### config.mk
export PLATFORM = sky130hd
export DESIGN_NAME = three_level_page_table_walker
export DESIGN_NICKNAME = d
export VERILOG_FILES = /design/src/sv/tlptw_pkg.sv /design/src/sv/three_level_page_table_walker.sv
export SDC_FILE = /design/constraint.sdc
export NUM_CORES = 1
export LEC_CHECK = 0
export ABC_AREA = 1
export BUFFER_PORTS_ARGS = -buffer_cell sky130_fd_sc_hd__buf_2
export CAP_MARGIN = 40
export CORE_UTILIZATION = 35
export DETAILED_ROUTE_END_ITERATION = 12
export PLACE_DENSITY = 0.56
export SLEW_MARGIN = 20
export SYNTH_ARGS = -nofsm -noshare
export SYNTH_HDL_FRONTEND = slang
export SYNTH_SLANG_ARGS = --single-unit
export TNS_END_PERCENT = 50
### constraint.sdc
create_clock -name clk -period 10.3 [get_ports clk]
set_clock_uncertainty 0.1 [all_clocks]
set_input_delay 1.545 -clock clk [delete_from_list [all_inputs] [get_ports clk]]
set_output_delay 1.545 -clock clk [all_outputs]
set_load 0.1 [all_outputs]
### src/sv/tlptw_pkg.sv
// ----------------------------------------------------------------------------
// tlptw_pkg
// Shared types, codes and helpers for the three-level page table walker.
// ----------------------------------------------------------------------------
`default_nettype none

package tlptw_pkg;

  localparam int PA_W        = 56;   // physical address port width
  localparam int MEM_SIZE_W  = 57;   // memory size register width
  localparam int VA_IN_W     = 40;   // virtual address port width
  localparam int VA_W        = 39;   // legal virtual address width
  localparam int ENTRY_W     = 64;
  localparam int CFG_DATA_W  = 64;
  localparam int CFG_ADDR_W  = 4;
  localparam int LEVEL_W     = 2;
  localparam int LEVELS      = 3;
  localparam int IDX_W       = 9;
  localparam int PAGE_SHIFT  = 12;
  localparam int DEF_PHYS_ADDR_BITS = 56;

  localparam logic [LEVEL_W-1:0] LEAF_LEVEL = LEVEL_W'(LEVELS - 1);
  localparam logic [IDX_W-1:0]   IDX_MASK   = 9'h1FF;
  localparam logic [MEM_SIZE_W:0] PAGE_BYTES = (MEM_SIZE_W+1)'(4096);

  // Entry bit positions
  localparam int E_VALID   = 0;
  localparam int E_READ    = 1;
  localparam int E_WRITE   = 2;
  localparam int E_EXEC    = 3;
  localparam int E_USER    = 4;
  localparam int E_RSVD_LO = 5;
  localparam int E_RSVD_HI = 11;

  // Register byte addresses
  localparam logic [CFG_ADDR_W-1:0] REG_ROOT     = 4'h0;
  localparam logic [CFG_ADDR_W-1:0] REG_MEM_SIZE = 4'h8;

  typedef enum logic {
    ACT_TRANSLATE = 1'b0,
    ACT_RESPONSE  = 1'b1
  } action_t;

  typedef enum logic {
    RK_READ = 1'b0,
    RK_DONE = 1'b1
  } result_kind_t;

  typedef enum logic [1:0] {
    ACC_READ   = 2'd0,
    ACC_WRITE  = 2'd1,
    ACC_EXEC   = 2'd2,
    ACC_ATOMIC = 2'd3
  } access_kind_t;

  typedef enum logic [2:0] {
    ST_OK          = 3'd0,
    ST_BAD_VIRTUAL = 3'd1,
    ST_BAD_ROOT    = 3'd2,
    ST_NOT_PRESENT = 3'd3,
    ST_MALFORMED   = 3'd4,
    ST_DENIED      = 3'd5,
    ST_PROTOCOL    = 3'd6
  } status_t;

  typedef struct packed {
    result_kind_t      kind;
    logic [PA_W-1:0]   read_address;
    logic [PA_W-1:0]   phys_addr;
    status_t           status;
  } result_t;

  // 9-bit table index for a level; level 3 wraps to level 0
  function automatic logic [IDX_W-1:0] table_index(input logic [VA_W-1:0] va,
                                                   input logic [LEVEL_W-1:0] lvl);
    logic [IDX_W-1:0] idx;
    begin
      case (lvl)
        2'd1:    idx = va[29:21];
        2'd2:    idx = va[20:12];
        default: idx = va[38:30];
      endcase
      return idx & IDX_MASK;
    end
  endfunction

endpackage

`default_nettype wire

### src/sv/three_level_page_table_walker.sv
// ----------------------------------------------------------------------------
// three_level_page_table_walker
// Walks a three-level 4 KiB page table one entry per transaction.
// ----------------------------------------------------------------------------
//  channel  | handshake                  | payload
//  ---------+----------------------------+-------------------------------------
//  in       | in_valid  / in_stall       | action, vaddr,
//           |                            | access_kind, user_access,
//           |                            | entry_data, read_ok
//  out      | out_valid / out_stall      | result_kind, read_address,
//           |                            | phys_addr, status
//  cfg      | psel/penable/pwrite/pready | paddr, pwdata, prdata
//
//  One input transaction per cycle while in_stall is low.
//  All checks for a transaction are one compare/add pass into the output
//  register. A skid register behind it absorbs one result under out_stall;
//  in_stall rises only while the skid register is full.
//  Synchronous active-high reset: idle, no walk in flight, config and walk registers zero.
// ----------------------------------------------------------------------------
`default_nettype none

module three_level_page_table_walker
  import tlptw_pkg::*;
#(
  parameter int PHYS_ADDR_BITS = DEF_PHYS_ADDR_BITS
) (
  input  wire logic                    clk,
  input  wire logic                    rst,
  // configuration
  input  wire logic                    psel,
  input  wire logic                    penable,
  input  wire logic                    pwrite,
  input  wire logic [CFG_ADDR_W-1:0]   paddr,
  input  wire logic [CFG_DATA_W-1:0]   pwdata,
  output      logic [CFG_DATA_W-1:0]   prdata,
  output      logic                    pready,
  // input channel
  input  wire logic                    in_valid,
  output      logic                    in_stall,
  input  wire logic                    action,
  input  wire logic [VA_IN_W-1:0]      vaddr,
  input  wire logic [1:0]              access_kind,
  input  wire logic                    user_access,
  input  wire logic [ENTRY_W-1:0]      entry_data,
  input  wire logic                    read_ok,
  // output channel
  output      logic                    out_valid,
  input  wire logic                    out_stall,
  output      logic                    result_kind,
  output      logic [PA_W-1:0]         read_address,
  output      logic [PA_W-1:0]         phys_addr,
  output      logic [2:0]              status
);

  localparam logic [PA_W-1:0] PA_MASK = {PA_W{1'b1}} >> (PA_W - PHYS_ADDR_BITS);
  localparam logic [PA_W-1:0] ENTRY_ADDR_MASK =
    PA_MASK & ~{{(PA_W-PAGE_SHIFT){1'b0}}, {PAGE_SHIFT{1'b1}}};

  // configuration registers
  logic [PA_W-1:0]       root_table_address;
  logic [MEM_SIZE_W-1:0] memory_size;

  // walk state
  logic                  walk_busy, walk_busy_next;
  logic [LEVEL_W-1:0]    walk_level, walk_level_next;
  logic [PA_W-1:0]       current_table, current_table_next;
  logic [VA_W-1:0]       held_vaddr, held_vaddr_next;
  logic [1:0]            held_access_kind, held_access_kind_next;
  logic                  held_user, held_user_next;

  // output register and skid
  result_t               out_res, skid_res, res;
  logic                  skid_valid;

  logic                  in_acc, out_take, cfg_wr;

  assign in_acc   = in_valid && !in_stall;
  assign out_take = out_valid && !out_stall;
  assign in_stall = skid_valid;
  assign cfg_wr   = psel && penable && pwrite && pready;
  assign pready   = 1'b1;

  // --------------------------------------------------------------------------
  // Configuration port
  // --------------------------------------------------------------------------
  always_ff @(posedge clk) begin
    if (rst) begin
      root_table_address <= '0;
      memory_size        <= '0;
    end else if (cfg_wr) begin
      if (paddr[3] == REG_MEM_SIZE[3]) begin
        memory_size <= pwdata[MEM_SIZE_W-1:0];
      end else begin
        root_table_address <= pwdata[PA_W-1:0] & PA_MASK;
      end
    end
  end

  always_comb begin
    if (paddr[3] == REG_MEM_SIZE[3]) begin
      prdata = {{(CFG_DATA_W-MEM_SIZE_W){1'b0}}, memory_size};
    end else begin
      prdata = {{(CFG_DATA_W-PA_W){1'b0}}, root_table_address};
    end
  end

  // --------------------------------------------------------------------------
  // Walk step
  // --------------------------------------------------------------------------
  logic [PA_W-1:0]       next_table;
  logic                  root_fits, next_fits, next_below, root_aligned;
  logic                  perms_any, perm_ok;
  logic [PA_W-1:0]       sel_table;
  logic [VA_W-1:0]       sel_va;
  logic [LEVEL_W-1:0]    sel_level;
  logic [PA_W-1:0]       slot_address;
  logic [MEM_SIZE_W:0]   mem_ext;

  assign next_table   = entry_data[PA_W-1:0] & ENTRY_ADDR_MASK;
  assign mem_ext      = {1'b0, memory_size};
  // a + 4096 <= size, carried one bit wide so it cannot wrap
  assign root_fits    = ({{(MEM_SIZE_W+1-PA_W){1'b0}}, root_table_address} + PAGE_BYTES)
                        <= mem_ext;
  assign next_fits    = ({{(MEM_SIZE_W+1-PA_W){1'b0}}, next_table} + PAGE_BYTES) <= mem_ext;
  assign next_below   = {{(MEM_SIZE_W-PA_W){1'b0}}, next_table} < memory_size;
  assign root_aligned = root_table_address[PAGE_SHIFT-1:0] == '0;
  assign perms_any    = entry_data[E_READ] || entry_data[E_WRITE] || entry_data[E_EXEC];

  always_comb begin
    perm_ok = 1'b0;
    case (access_kind_t'(held_access_kind))
      ACC_READ:   perm_ok = entry_data[E_READ];
      ACC_WRITE:  perm_ok = entry_data[E_WRITE];
      ACC_EXEC:   perm_ok = entry_data[E_EXEC];
      ACC_ATOMIC: perm_ok = entry_data[E_READ] && entry_data[E_WRITE];
      default:    perm_ok = 1'b0;
    endcase
    if (held_user && !entry_data[E_USER]) begin
      perm_ok = 1'b0;
    end
  end

  // one entry-address adder, shared by the request and the next-level read
  always_comb begin
    if (action == ACT_TRANSLATE) begin
      sel_table = root_table_address;
      sel_va    = vaddr[VA_W-1:0];
      sel_level = '0;
    end else begin
      sel_table = next_table;
      sel_va    = held_vaddr;
      sel_level = walk_level + LEVEL_W'(1);
    end
    slot_address = (sel_table + {{(PA_W-IDX_W-3){1'b0}}, table_index(sel_va, sel_level), 3'b000})
                   & PA_MASK;
  end

  always_comb begin
    walk_busy_next        = walk_busy;
    walk_level_next       = walk_level;
    current_table_next    = current_table;
    held_vaddr_next       = held_vaddr;
    held_access_kind_next = held_access_kind;
    held_user_next        = held_user;
    res.kind              = RK_DONE;
    res.read_address      = '0;
    res.phys_addr         = '0;
    res.status            = ST_OK;

    if (action == ACT_TRANSLATE) begin
      if (walk_busy) begin
        res.status = ST_PROTOCOL;
      end else if (vaddr[VA_IN_W-1]) begin
        res.status = ST_BAD_VIRTUAL;
      end else if (!root_aligned || !root_fits) begin
        res.status = ST_BAD_ROOT;
      end else begin
        walk_busy_next        = 1'b1;
        walk_level_next       = '0;
        current_table_next    = root_table_address;
        held_vaddr_next       = vaddr[VA_W-1:0];
        held_access_kind_next = access_kind;
        held_user_next        = user_access;
        res.kind              = RK_READ;
        res.read_address      = slot_address;
      end
    end else if (!walk_busy) begin
      // response with no walk in flight: state untouched
      res.status = ST_PROTOCOL;
    end else begin
      walk_busy_next  = 1'b0;
      walk_level_next = '0;
      if (!read_ok) begin
        res.status = ST_BAD_ROOT;
      end else if (!entry_data[E_VALID]) begin
        res.status = ST_NOT_PRESENT;
      end else if ((entry_data[E_RSVD_HI:E_RSVD_LO] != '0) ||
                   (entry_data[E_WRITE] && !entry_data[E_READ])) begin
        res.status = ST_MALFORMED;
      end else if (walk_level < LEAF_LEVEL) begin
        if (perms_any || entry_data[E_USER] || !next_fits) begin
          res.status = ST_MALFORMED;
        end else begin
          walk_busy_next     = 1'b1;
          walk_level_next    = walk_level + LEVEL_W'(1);
          current_table_next = next_table;
          res.kind           = RK_READ;
          res.read_address   = slot_address;
        end
      end else if (!perms_any) begin
        res.status = ST_MALFORMED;
      end else if (!perm_ok) begin
        res.status = ST_DENIED;
      end else if (next_below && !next_fits) begin
        res.status = ST_MALFORMED;
      end else begin
        res.phys_addr = next_table |
          {{(PA_W-PAGE_SHIFT){1'b0}}, held_vaddr[PAGE_SHIFT-1:0]};
      end
    end
  end

  always_ff @(posedge clk) begin
    if (rst) begin
      walk_busy        <= 1'b0;
      walk_level       <= '0;
      current_table    <= '0;
      held_vaddr       <= '0;
      held_access_kind <= '0;
      held_user        <= 1'b0;
    end else if (in_acc) begin
      walk_busy        <= walk_busy_next;
      walk_level       <= walk_level_next;
      current_table    <= current_table_next;
      held_vaddr       <= held_vaddr_next;
      held_access_kind <= held_access_kind_next;
      held_user        <= held_user_next;
    end
  end

  // --------------------------------------------------------------------------
  // Output register with skid
  // --------------------------------------------------------------------------
  always_ff @(posedge clk) begin
    if (rst) begin
      out_valid  <= 1'b0;
      skid_valid <= 1'b0;
    end else if (skid_valid) begin
      if (out_take) begin
        skid_valid <= 1'b0;
      end
    end else if (in_acc) begin
      if (out_valid && !out_take) begin
        skid_valid <= 1'b1;
      end else begin
        out_valid <= 1'b1;
      end
    end else if (out_take) begin
      out_valid <= 1'b0;
    end
  end

  always_ff @(posedge clk) begin
    if (skid_valid) begin
      if (out_take) begin
        out_res <= skid_res;
      end
    end else if (in_acc) begin
      if (out_valid && !out_take) begin
        skid_res <= res;
      end else begin
        out_res <= res;
      end
    end
  end

  assign result_kind  = out_res.kind;
  assign read_address = out_res.read_address;
  assign phys_addr    = out_res.phys_addr;
  assign status       = out_res.status;

endmodule

`default_nettype wire

Word-level counts from Yosys, hierarchy flattened
Cells that the tools add are included.
{ "word_totals": {"regBits": 392, "in_bits": 184, "out_inout_bits": 183} }
{ "op_classes": {"addsub": 4, "magnitude_cmp": 4, "n_eq_ne": 12, "n_mux": 66, "n_bitwise": 7, "n_reduce_logical": 35} }
{ "ops": {"columns": ["op", "n"], "rows": [
  ["$mux 116", 4],
  ["$mux 113", 4],
  ["$mux 57", 7],
  ["$mux 56", 6],
  ["$add 56x13->57 const B", 2],
  ["$le 57x57->1", 2],
  ["$lt 56x57->1", 1],
  ["$add 56x12->56", 1],
  ["$or 56x12->56", 1],
  ["$mux 39", 1],
  ["$mux 3", 11],
  ["$mux 2", 13],
  ["$mux 1", 18],
  ["$pmux 9 s2", 1],
  ["$logic_not 12->1", 1],
  ["$ne 2x2->1 const B", 5],
  ["$reduce_and 5->1", 2],
  ["$logic_and 1x1->1", 9],
  ["$reduce_and 3->1", 3],
  ["$logic_not 1->1", 8],
  ["$reduce_bool 7->1", 1],
  ["$eq 2x2->1 const B", 3],
  ["$logic_or 1x1->1", 6],
  ["$not 1->1", 6],
  ["other kinds (8)", 12]
]} }

Logic depth before layout (Yosys ltp)
Gate-level depths: netlist of the first run.
{ "depth": {"depth_word": 16, "mapped_depth": 31} }

Least setup slack after synthesis of the first run
OpenSTA, ideal clock, no wires.
{ "synth_path": {"kind": "input port to flip-flop", "start": "input port in_valid", "end": "register out_res, in the netlist phys_addr[0], enable pin", "arrival_ps": 7591, "required_time_ps": 9571, "slack_ps": 1980, "cell_stages": 5, "path_buffers": 1, "path_cell_list": "nand2_1 clkbuf_1 inv_1 a21oi_1 a21oi_1"} }
{ "synth_between": {"elab_chain_cells": 3} }
{ "synth_rtl": {"columns": ["item", "line_no", "text"], "rows": [
  ["from (decl)", "three_level_page_table_walker.sv:38", "input wire logic in_valid,"],
  ["$logic_and 1x1->1", "three_level_page_table_walker.sv:77", "assign in_acc = in_valid && !in_stall;"],
  ["$reduce_bool 2->1 (no source line)", null, null],
  ["$reduce_and 3->1 (no source line)", null, null],
  ["to (signal assigned)", "three_level_page_table_walker.sv:266", "out_res <= skid_res;"],
  ["to (signal assigned)", "three_level_page_table_walker.sv:272", "out_res <= res;"],
  ["to (decl)", "three_level_page_table_walker.sv:72", "result_t out_res, skid_res, res;"]
]} }
No other way between the ends.
A chain may end at the register's enable or synchronous reset.

==> flow_metrics.env, run 1 <==
export IMPL_max_clock_freq_ghz=0.157
export IMPL_period_share=0.619
export IMPL_drc=0
export IMPL_routedWlPerCell_um=18.6
export IMPL_ioPinCount=367
export IMPL_finalSetupViolCount=0
export IMPL_vias_per_cell=4.97
export IMPL_vdd_drop_max_mv=0.120
export IMPL_syn_area_um2=24700
export IMPL_slew_viol_final=0
export IMPL_wl_mm=83.6
export IMPL_cts_resized_gates=0
export IMPL_ff2ff_path_depth=27
export IMPL_p_leak_nw=12.8
export IMPL_nNetsFinal=3847
export IMPL_synth_common_cells="nand2_1, inv_1, nor2_1"
export IMPL_gp_congestion=0.953
export IMPL_grt_pass1_vias=20700
export IMPL_power_density_nw_per_um2=155
export IMPL_multi_input_area_um2=12300
export IMPL_use_met3=0.0325
export IMPL_dieWidth_um=268
export IMPL_die_area_um2=71800
export IMPL_top_usage_layer="met2"
export IMPL_slew_headroom=0.468
export IMPL_cpMaxStageDelayCell="nand4_4"
export IMPL_postCtsSetupBuffers=0
export IMPL_clk_path_buf_depth=3
export IMPL_clk_latency_ns=0.62
export IMPL_regArea_um2=10200
export IMPL_cts_sinks=392
export IMPL_rsz0062_at_grt="false"
export IMPL_r2r_start="root_table_address[12]"
export IMPL_hold_start="memory_size[4]"
export IMPL_cts_root_buf="clkbuf_16"
export IMPL_setup_tns_final_ns=0
export IMPL_hold_path_class="reg2reg"
export IMPL_drt_iter0_markers=1810
export IMPL_antenna_found_initial=13
export IMPL_ant_nets=0
export IMPL_synthArstFlopShare=0
export IMPL_synthFlopType="edfxtp_1"
export IMPL_grt_overflow_total=0
export IMPL_setup_ws_ns=3.93
export IMPL_firstDrtPassIters=5
export IMPL_start_kind="register"
export IMPL_cts_max_level=2
export IMPL_die_y_um=268
export IMPL_rows=97
export IMPL_pre_cts_slack_ns=3.36
export IMPL_r2r_slack_ns=3.93
export IMPL_synth_edff_count=232
export IMPL_place_hpwl_mm=64.5
export IMPL_start_util=0.353
export IMPL_ys_seq_elements=392
export IMPL_clk_pin_slew_worst_paths_ns=0.07
export IMPL_synth_avg_cell_area_um2=7.70
export IMPL_drive_above_1_share=0.160
export IMPL_core_area_um2=70000
export IMPL_synth_area_leaders="edfxtp_1, dfxtp_1, nand2_1"
export IMPL_grt_use_total=0.230
export IMPL_hold_depth=2
export IMPL_critPathArrivalTime_ns=6.75
export IMPL_hold_end="memory_size[4]"
export IMPL_r2r_end="read_address[4]"
export IMPL_via_count=22300
export IMPL_yosysWarningCount=0
export IMPL_ys_seq_area_frac=0.411
export IMPL_numPortBuffers=340
export IMPL_num_fill_cells=7375
export IMPL_met2_usage=0.356
export IMPL_cp_max_fo=59
export IMPL_hold_viol=0
export IMPL_maxCapViolations=0
export IMPL_syn2layout_area_growth_pct=16.9
export IMPL_end_kind="register"
export IMPL_synthCells=3215
export IMPL_tightest_slew_ns=0.790
export IMPL_synth_top_cell_area_share=0.282
export IMPL_yosysUniqueCellTypes=56
export IMPL_crit_path_frequent_cell="nand2_1"
export IMPL_required_ns=10.68
export IMPL_numCtsBuffers=46
export IMPL_grt_pass1_wl_mm=125
export IMPL_grt_use_met1=0.329
export IMPL_ctsHoldBuffers=0
export IMPL_cts_tree="done"
export IMPL_status="completed"
export IMPL_max_stage_delay_ns=0.62
export IMPL_yosysTopAreaCell="edfxtp_1"
export IMPL_worstSetupPathType="reg2reg"
export IMPL_yosysMostFrequentCell="nand2_1"
export IMPL_min_period_ns=6.37
export IMPL_grt_max_degree=90
-- cell usage in the layout, fill, tap and decap left out, types with 13 or more instances in the layout --
cell type | synthesis | routed
xnor2_1 | 17 | 17
a21oi_1 | 260 | 259
dfxtp_1 | 160 | 159
nand4_1 | 38 | 38
o21ai_2 | 27 | 27
nand2_1 | 610 | 610
nor4_1 | 21 | 21
nand2_2 | 22 | 22
buf_2 | 13 | 340
nand3_1 | 161 | 161
nor3_1 | 87 | 87
xor2_1 | 86 | 86
nor2_1 | 332 | 331
edfxtp_1 | 232 | 232
clkbuf_16 | 0 | 46
nor2_2 | 20 | 19
o21ai_0 | 278 | 278
inv_1 | 438 | 434
ha_1 | 159 | 159
a21o_1 | 13 | 13
o21ai_1 | 19 | 19
o21a_1 | 13 | 13
buf_4 | 9 | 20
nor2_4 | 13 | 15
-- cells by family after synthesis --
| logic type | share of synthesized area |
|---|---|
| buffers and inverters | 0.0946 |
| XOR/XNOR | 0.0365 |
| AND/OR/NAND/NOR | 0.240 |
| flip-flops | 0.411 |
| other | 0.000304 |
| adder cells (fa/ha/maj) | 0.0812 |
| AO/OA/AOI/OAI | 0.137 |
-- per-stage QoR --
step	std cells	total power [mW]	instance area [um2]	utilization	hold WS (ns)
after floorplan	3224	2.52	24800	-	0.361
after global placement	4386	2.77	27200	0.388	0.385
after detailed placement	4392	2.78	27300	0.390	0.389
after CTS	4478	4.51	28900	0.412	0.396
after global routing	4489	4.65	28900	0.413	0.427
final	4491	4.47	28900	0.413	0.399
-- how the worst max path moves through the flow --
stage | endpoint | slack [ns] | cells after the start | from
2_1_floorplan | phys_addr[0] | 1.98 | 5 | in_valid
3_3_place_gp | read_address[4] | 3.41 | 27 | entry_data[13]
3_5_place_dp | read_address[4] | 3.36 | 27 | entry_data[13]
4_1_cts | read_address[33] | 3.95 | 27 | root_table_address[12]
5_1_grt | read_address[33] | 3.47 | 27 | root_table_address[12]
6_report | read_address[4] | 3.93 | 27 | root_table_address[12]
-- power by group --
part           switching [mW]  internal [mW]
logic                   0.765          0.203
registers              0.0343           1.74
clock network           0.725           1.00
-- registers in the layout (all words and copies together) (netlist names) --
| register | flops |
|---|---|
| skid_res | 116 |
| memory_size | 57 |
| phys_addr | 56 |
| read_address | 56 |
| root_table_address | 56 |
| held_vaddr | 39 |
| status | 3 |
| held_access_kind | 2 |
| walk_level | 2 |
| held_user | 1 |
| in_stall | 1 |
| out_valid | 1 |
| result_kind | 1 |
| walk_busy | 1 |
-- layer usage --
metal	wire length [um]	share of wire
met3	4900	0.059
met2	36700	0.44
met5	0	0
met1	39600	0.47
met4	2310	0.028
-- final cells by class --
cell class              instances  area share
well taps                     940      0.0407
flip-flops and latches        392       0.352
clock buffers                  55      0.0420
repair buffers                367      0.0694
inverters                     448      0.0583
clock inverters                31      0.0125
diodes                         10    0.000865
multi-input cells            2248       0.425
-- worst max-delay path: cells and delay by family, from the launching register on --
kind | cells | cell delay (ns)
simple gates | 21 | 4.11
buf+inv | 3 | 0.91
fa+ha+maj | 2 | 0.54
flops | 1 | 0.43
xor+xnor | 1 | 0.16
Note: power is estimated with default switching activity, not from simulation.
==> run 2: changes to the inputs <==
--- a/config.mk
+++ b/config.mk
@@ -5,12 +5,12 @@
 export SDC_FILE = /design/constraint.sdc
 export NUM_CORES = 1
 export LEC_CHECK = 0
-export ABC_AREA = 1
+export ABC_AREA = 0
 export BUFFER_PORTS_ARGS = -buffer_cell sky130_fd_sc_hd__buf_2
 export CAP_MARGIN = 40
 export CORE_UTILIZATION = 35
 export DETAILED_ROUTE_END_ITERATION = 12
-export PLACE_DENSITY = 0.56
+export PLACE_DENSITY = 0.57
 export SLEW_MARGIN = 20
 export SYNTH_ARGS = -nofsm -noshare
 export SYNTH_HDL_FRONTEND = slang
==> constraint.sdc (replaced) <==
create_clock -name clk -period 5.98 [get_ports clk]
set_clock_uncertainty 0.1 [all_clocks]
set_input_delay 0.897 -clock clk [delete_from_list [all_inputs] [get_ports clk]]
set_output_delay 0.897 -clock clk [all_outputs]
set_load 0.1 [all_outputs]
==> flow_metrics.env, run 2 <==
export IMPL_grt_max_degree=73
export IMPL_clk_latency_ns=0.61
export IMPL_die_y_um=262
export IMPL_grt_pass1_wl_mm=112
export IMPL_tightest_slew_ns=0.787
export IMPL_p_int_mw=5.09
export IMPL_layout_commonest_cell="nand2_1"
export IMPL_dieWidth_um=262
export IMPL_wl_met2_mm=32.6
export IMPL_grt_pass1_vias=18400
export IMPL_largest_register="skid_res"
export IMPL_status="completed"
export IMPL_power_density_nw_per_um2=267
export IMPL_drc=0
export IMPL_core_area_um2=66200
export IMPL_firstDrtPassIters=5
export IMPL_place_hpwl_mm=57.4
export IMPL_dr_max_layer_used="met5"
export IMPL_yosysMostFrequentCell="nand2_1"
export IMPL_clk_pin_slew_worst_paths_ns=0.06
export IMPL_rsz0062_at_grt="false"
export IMPL_slew_headroom=0.470
export IMPL_worstSetupPathType="reg2reg"
export IMPL_synth_common_cells="nand2_1, edfxtp_1, a21oi_1"
export IMPL_ioPinCount=367
export IMPL_numPortBuffers=340
export IMPL_synth_avg_cell_area_um2=9.70
export IMPL_hold_path_class="reg2reg"
export IMPL_slew_viol_final=0
export IMPL_power_share_switching=0.319
export IMPL_cts_tree="done"
export IMPL_syn_area_um2=23600
export IMPL_fin_area_um2=28000
export IMPL_ys_seq_area_frac=0.431
export IMPL_maxCapViolations=0
export IMPL_numCtsBuffers=45
export IMPL_power_switching_mw=2.38
export IMPL_drt_iter0_markers=1443
export IMPL_placed_cell_area_um2=26400
export IMPL_start_util=0.356
export IMPL_wl_met1_mm=35.4
export IMPL_end_kind="register"
export IMPL_period_share=0.934
export IMPL_ant_nets=0
export IMPL_hold_viol=0
export IMPL_via_count=19100
export IMPL_ys_seq_elements=392
export IMPL_num_fill_cells=6411
export IMPL_min_period_ns=5.58
export IMPL_pre_cts_slack_ns=0.148
export IMPL_synth_area_leaders="edfxtp_1, dfxtp_1, ha_1"
export IMPL_vias_per_cell=5.24
export IMPL_p_leak_nw=11.0
export IMPL_p_seq_frac=0.409
export IMPL_finalSetupViolCount=0
export IMPL_regArea_um2=10200
export IMPL_gp_congestion=0.898
export IMPL_yosysTopAreaCell="edfxtp_1"
export IMPL_largest_registers="skid_res x116, memory_size x57"
export IMPL_yosysUniqueCellTypes=80
export IMPL_final_cell_mix="nand2_1, buf_2, edfxtp_1"
export IMPL_ctsHoldBuffers=0
export IMPL_synthFlopType="edfxtp_1"
export IMPL_rows=94
export IMPL_setup_tns_final_ns=0
export IMPL_wl_met3_mm=4.76
export IMPL_antenna_found_initial=18
export IMPL_cts_root_buf="clkbuf_16"
export IMPL_max_clock_freq_ghz=0.179
export IMPL_setup_ws_ns=0.395
export IMPL_vdd_drop_max_mv=0.223
export IMPL_grt_use_total=0.214
export IMPL_cts_max_level=2
export IMPL_largest_register_ffs=116
export IMPL_synthArstFlopShare=0
export IMPL_synthCells=2433
export IMPL_critPathArrivalTime_ns=5.80
export IMPL_cp_max_fo=28
export IMPL_drive_above_1_share=0.250
export IMPL_cts_sinks=392
export IMPL_die_area_um2=68500
export IMPL_yosysWarningCount=0
export IMPL_synth_edff_count=232
export IMPL_synth_top_cell_area_share=0.295
export IMPL_comb_power_share=0.202
export IMPL_routedWlPerCell_um=20.6
export IMPL_syn2layout_area_growth_pct=18.7
export IMPL_grt_overflow_total=0
export IMPL_nNetsFinal=3090
export IMPL_multi_input_area_um2=12400
export IMPL_wl_mm=75.2
export IMPL_clk_path_buf_depth=3
export IMPL_clock_power_share=0.389
export IMPL_required_ns=6.20
export IMPL_start_kind="register"
export IMPL_postCtsSetupBuffers=0
-- run 2: cell types whose count changed after synthesis, sizes merged, moves of 88 or more --
cell,delta
inv,-369
mux2,+133
mux2i,+88
nand2,-226
nor2,-203
o21ai,-275
-- run 2: worst paths after layout --
kind,cells after the start,end,slack (ns),start
hold / removal,2,memory_size[51],0.37,memory_size[51]
hold reg to reg,2,memory_size[51],0.37,memory_size[51]
setup / recovery,19,read_address[42],0.40,root_table_address[14]
setup reg to reg,19,read_address[42],0.40,root_table_address[14]
-- run 2: through the flow --
stage | total power, mW | utilization | cells | hold WS, ns
3_5_place_dp | 4.62 | 0.399 | 3563 | 0.360
3_3_place_gp | 4.58 | 0.397 | 3557 | 0.353
2_1_floorplan | 4.22 | - | 2442 | 0.346
4_1_cts | 7.53 | 0.423 | 3647 | 0.368
5_1_grt | 7.73 | 0.423 | 3655 | 0.394
6_report | 7.47 | 0.423 | 3655 | 0.369
-- run 2: cell families (layout without fill, tap and decap cells) --
family	Yosys count	count (layout)	synth area share
AO/OA/AOI/OAI	383	383	0.104
XOR/XNOR	140	140	0.0520
buffers and inverters	240	581	0.0476
multiplexers	221	221	0.101
adder cells (fa/ha/maj)	160	160	0.0852
flip-flops	392	392	0.431
other	2	19	0.000318
AND/OR/NAND/NOR	895	895	0.179
-- run 2: power by group through the flow --
stage	Clock [mW]	Sequential, mW	Combinational [mW]
after floorplan	0	3.58	0.637
after global placement	0	3.12	1.47
after detailed placement	0	3.11	1.51
after CTS	2.97	3.05	1.51
after global routing	3.07	3.06	1.60
final	2.91	3.05	1.51
-- run 2: layout make-up --
| type | instances | area share |
|---|---|---|
| Antenna cell | 8 | 0.000715 |
| Inverter | 78 | 0.0105 |
| Sequential cell | 392 | 0.363 |
| Timing Repair Buffer | 419 | 0.0890 |
| Multi-Input combinational cell | 1810 | 0.442 |
| Tap cell | 864 | 0.0386 |
| Clock inverter | 22 | 0.0104 |
| Clock buffer | 62 | 0.0456 |
-- run 2: what timing repair did --
item	in CTS	in global routing
resized for setup	0	3
endpoints found under the hold margin	0	0
setup endpoints to repair	0	134
-- run 2: metal layers --
layer,track usage,vias to the layer above
met4,0.0759,18
met5,0,-
li1,-,9235
met1,0.306,9192
met2,0.320,583
met3,0.0398,117
-- run 2: worst max-delay path, stage by stage, from the launching register on --
cell and delay [ns]:
dfxtp_1 0.54, nand3_2 0.28, nor2_2 0.27, nand3_1 0.22, nor3_2 0.26, nand3_1 0.25
nor2_4 0.26, nand2_1 0.09, xnor2_1 0.13, ha_1 0.31, nand4_1 0.18, nor4_1 0.67
nand3_1 0.20, or2_1 0.28, o2bb2ai_2 0.40, nor2_4 0.09, a21oi_4 0.23, buf_12 0.21
buf_12 0.21, o31ai_2 0.08
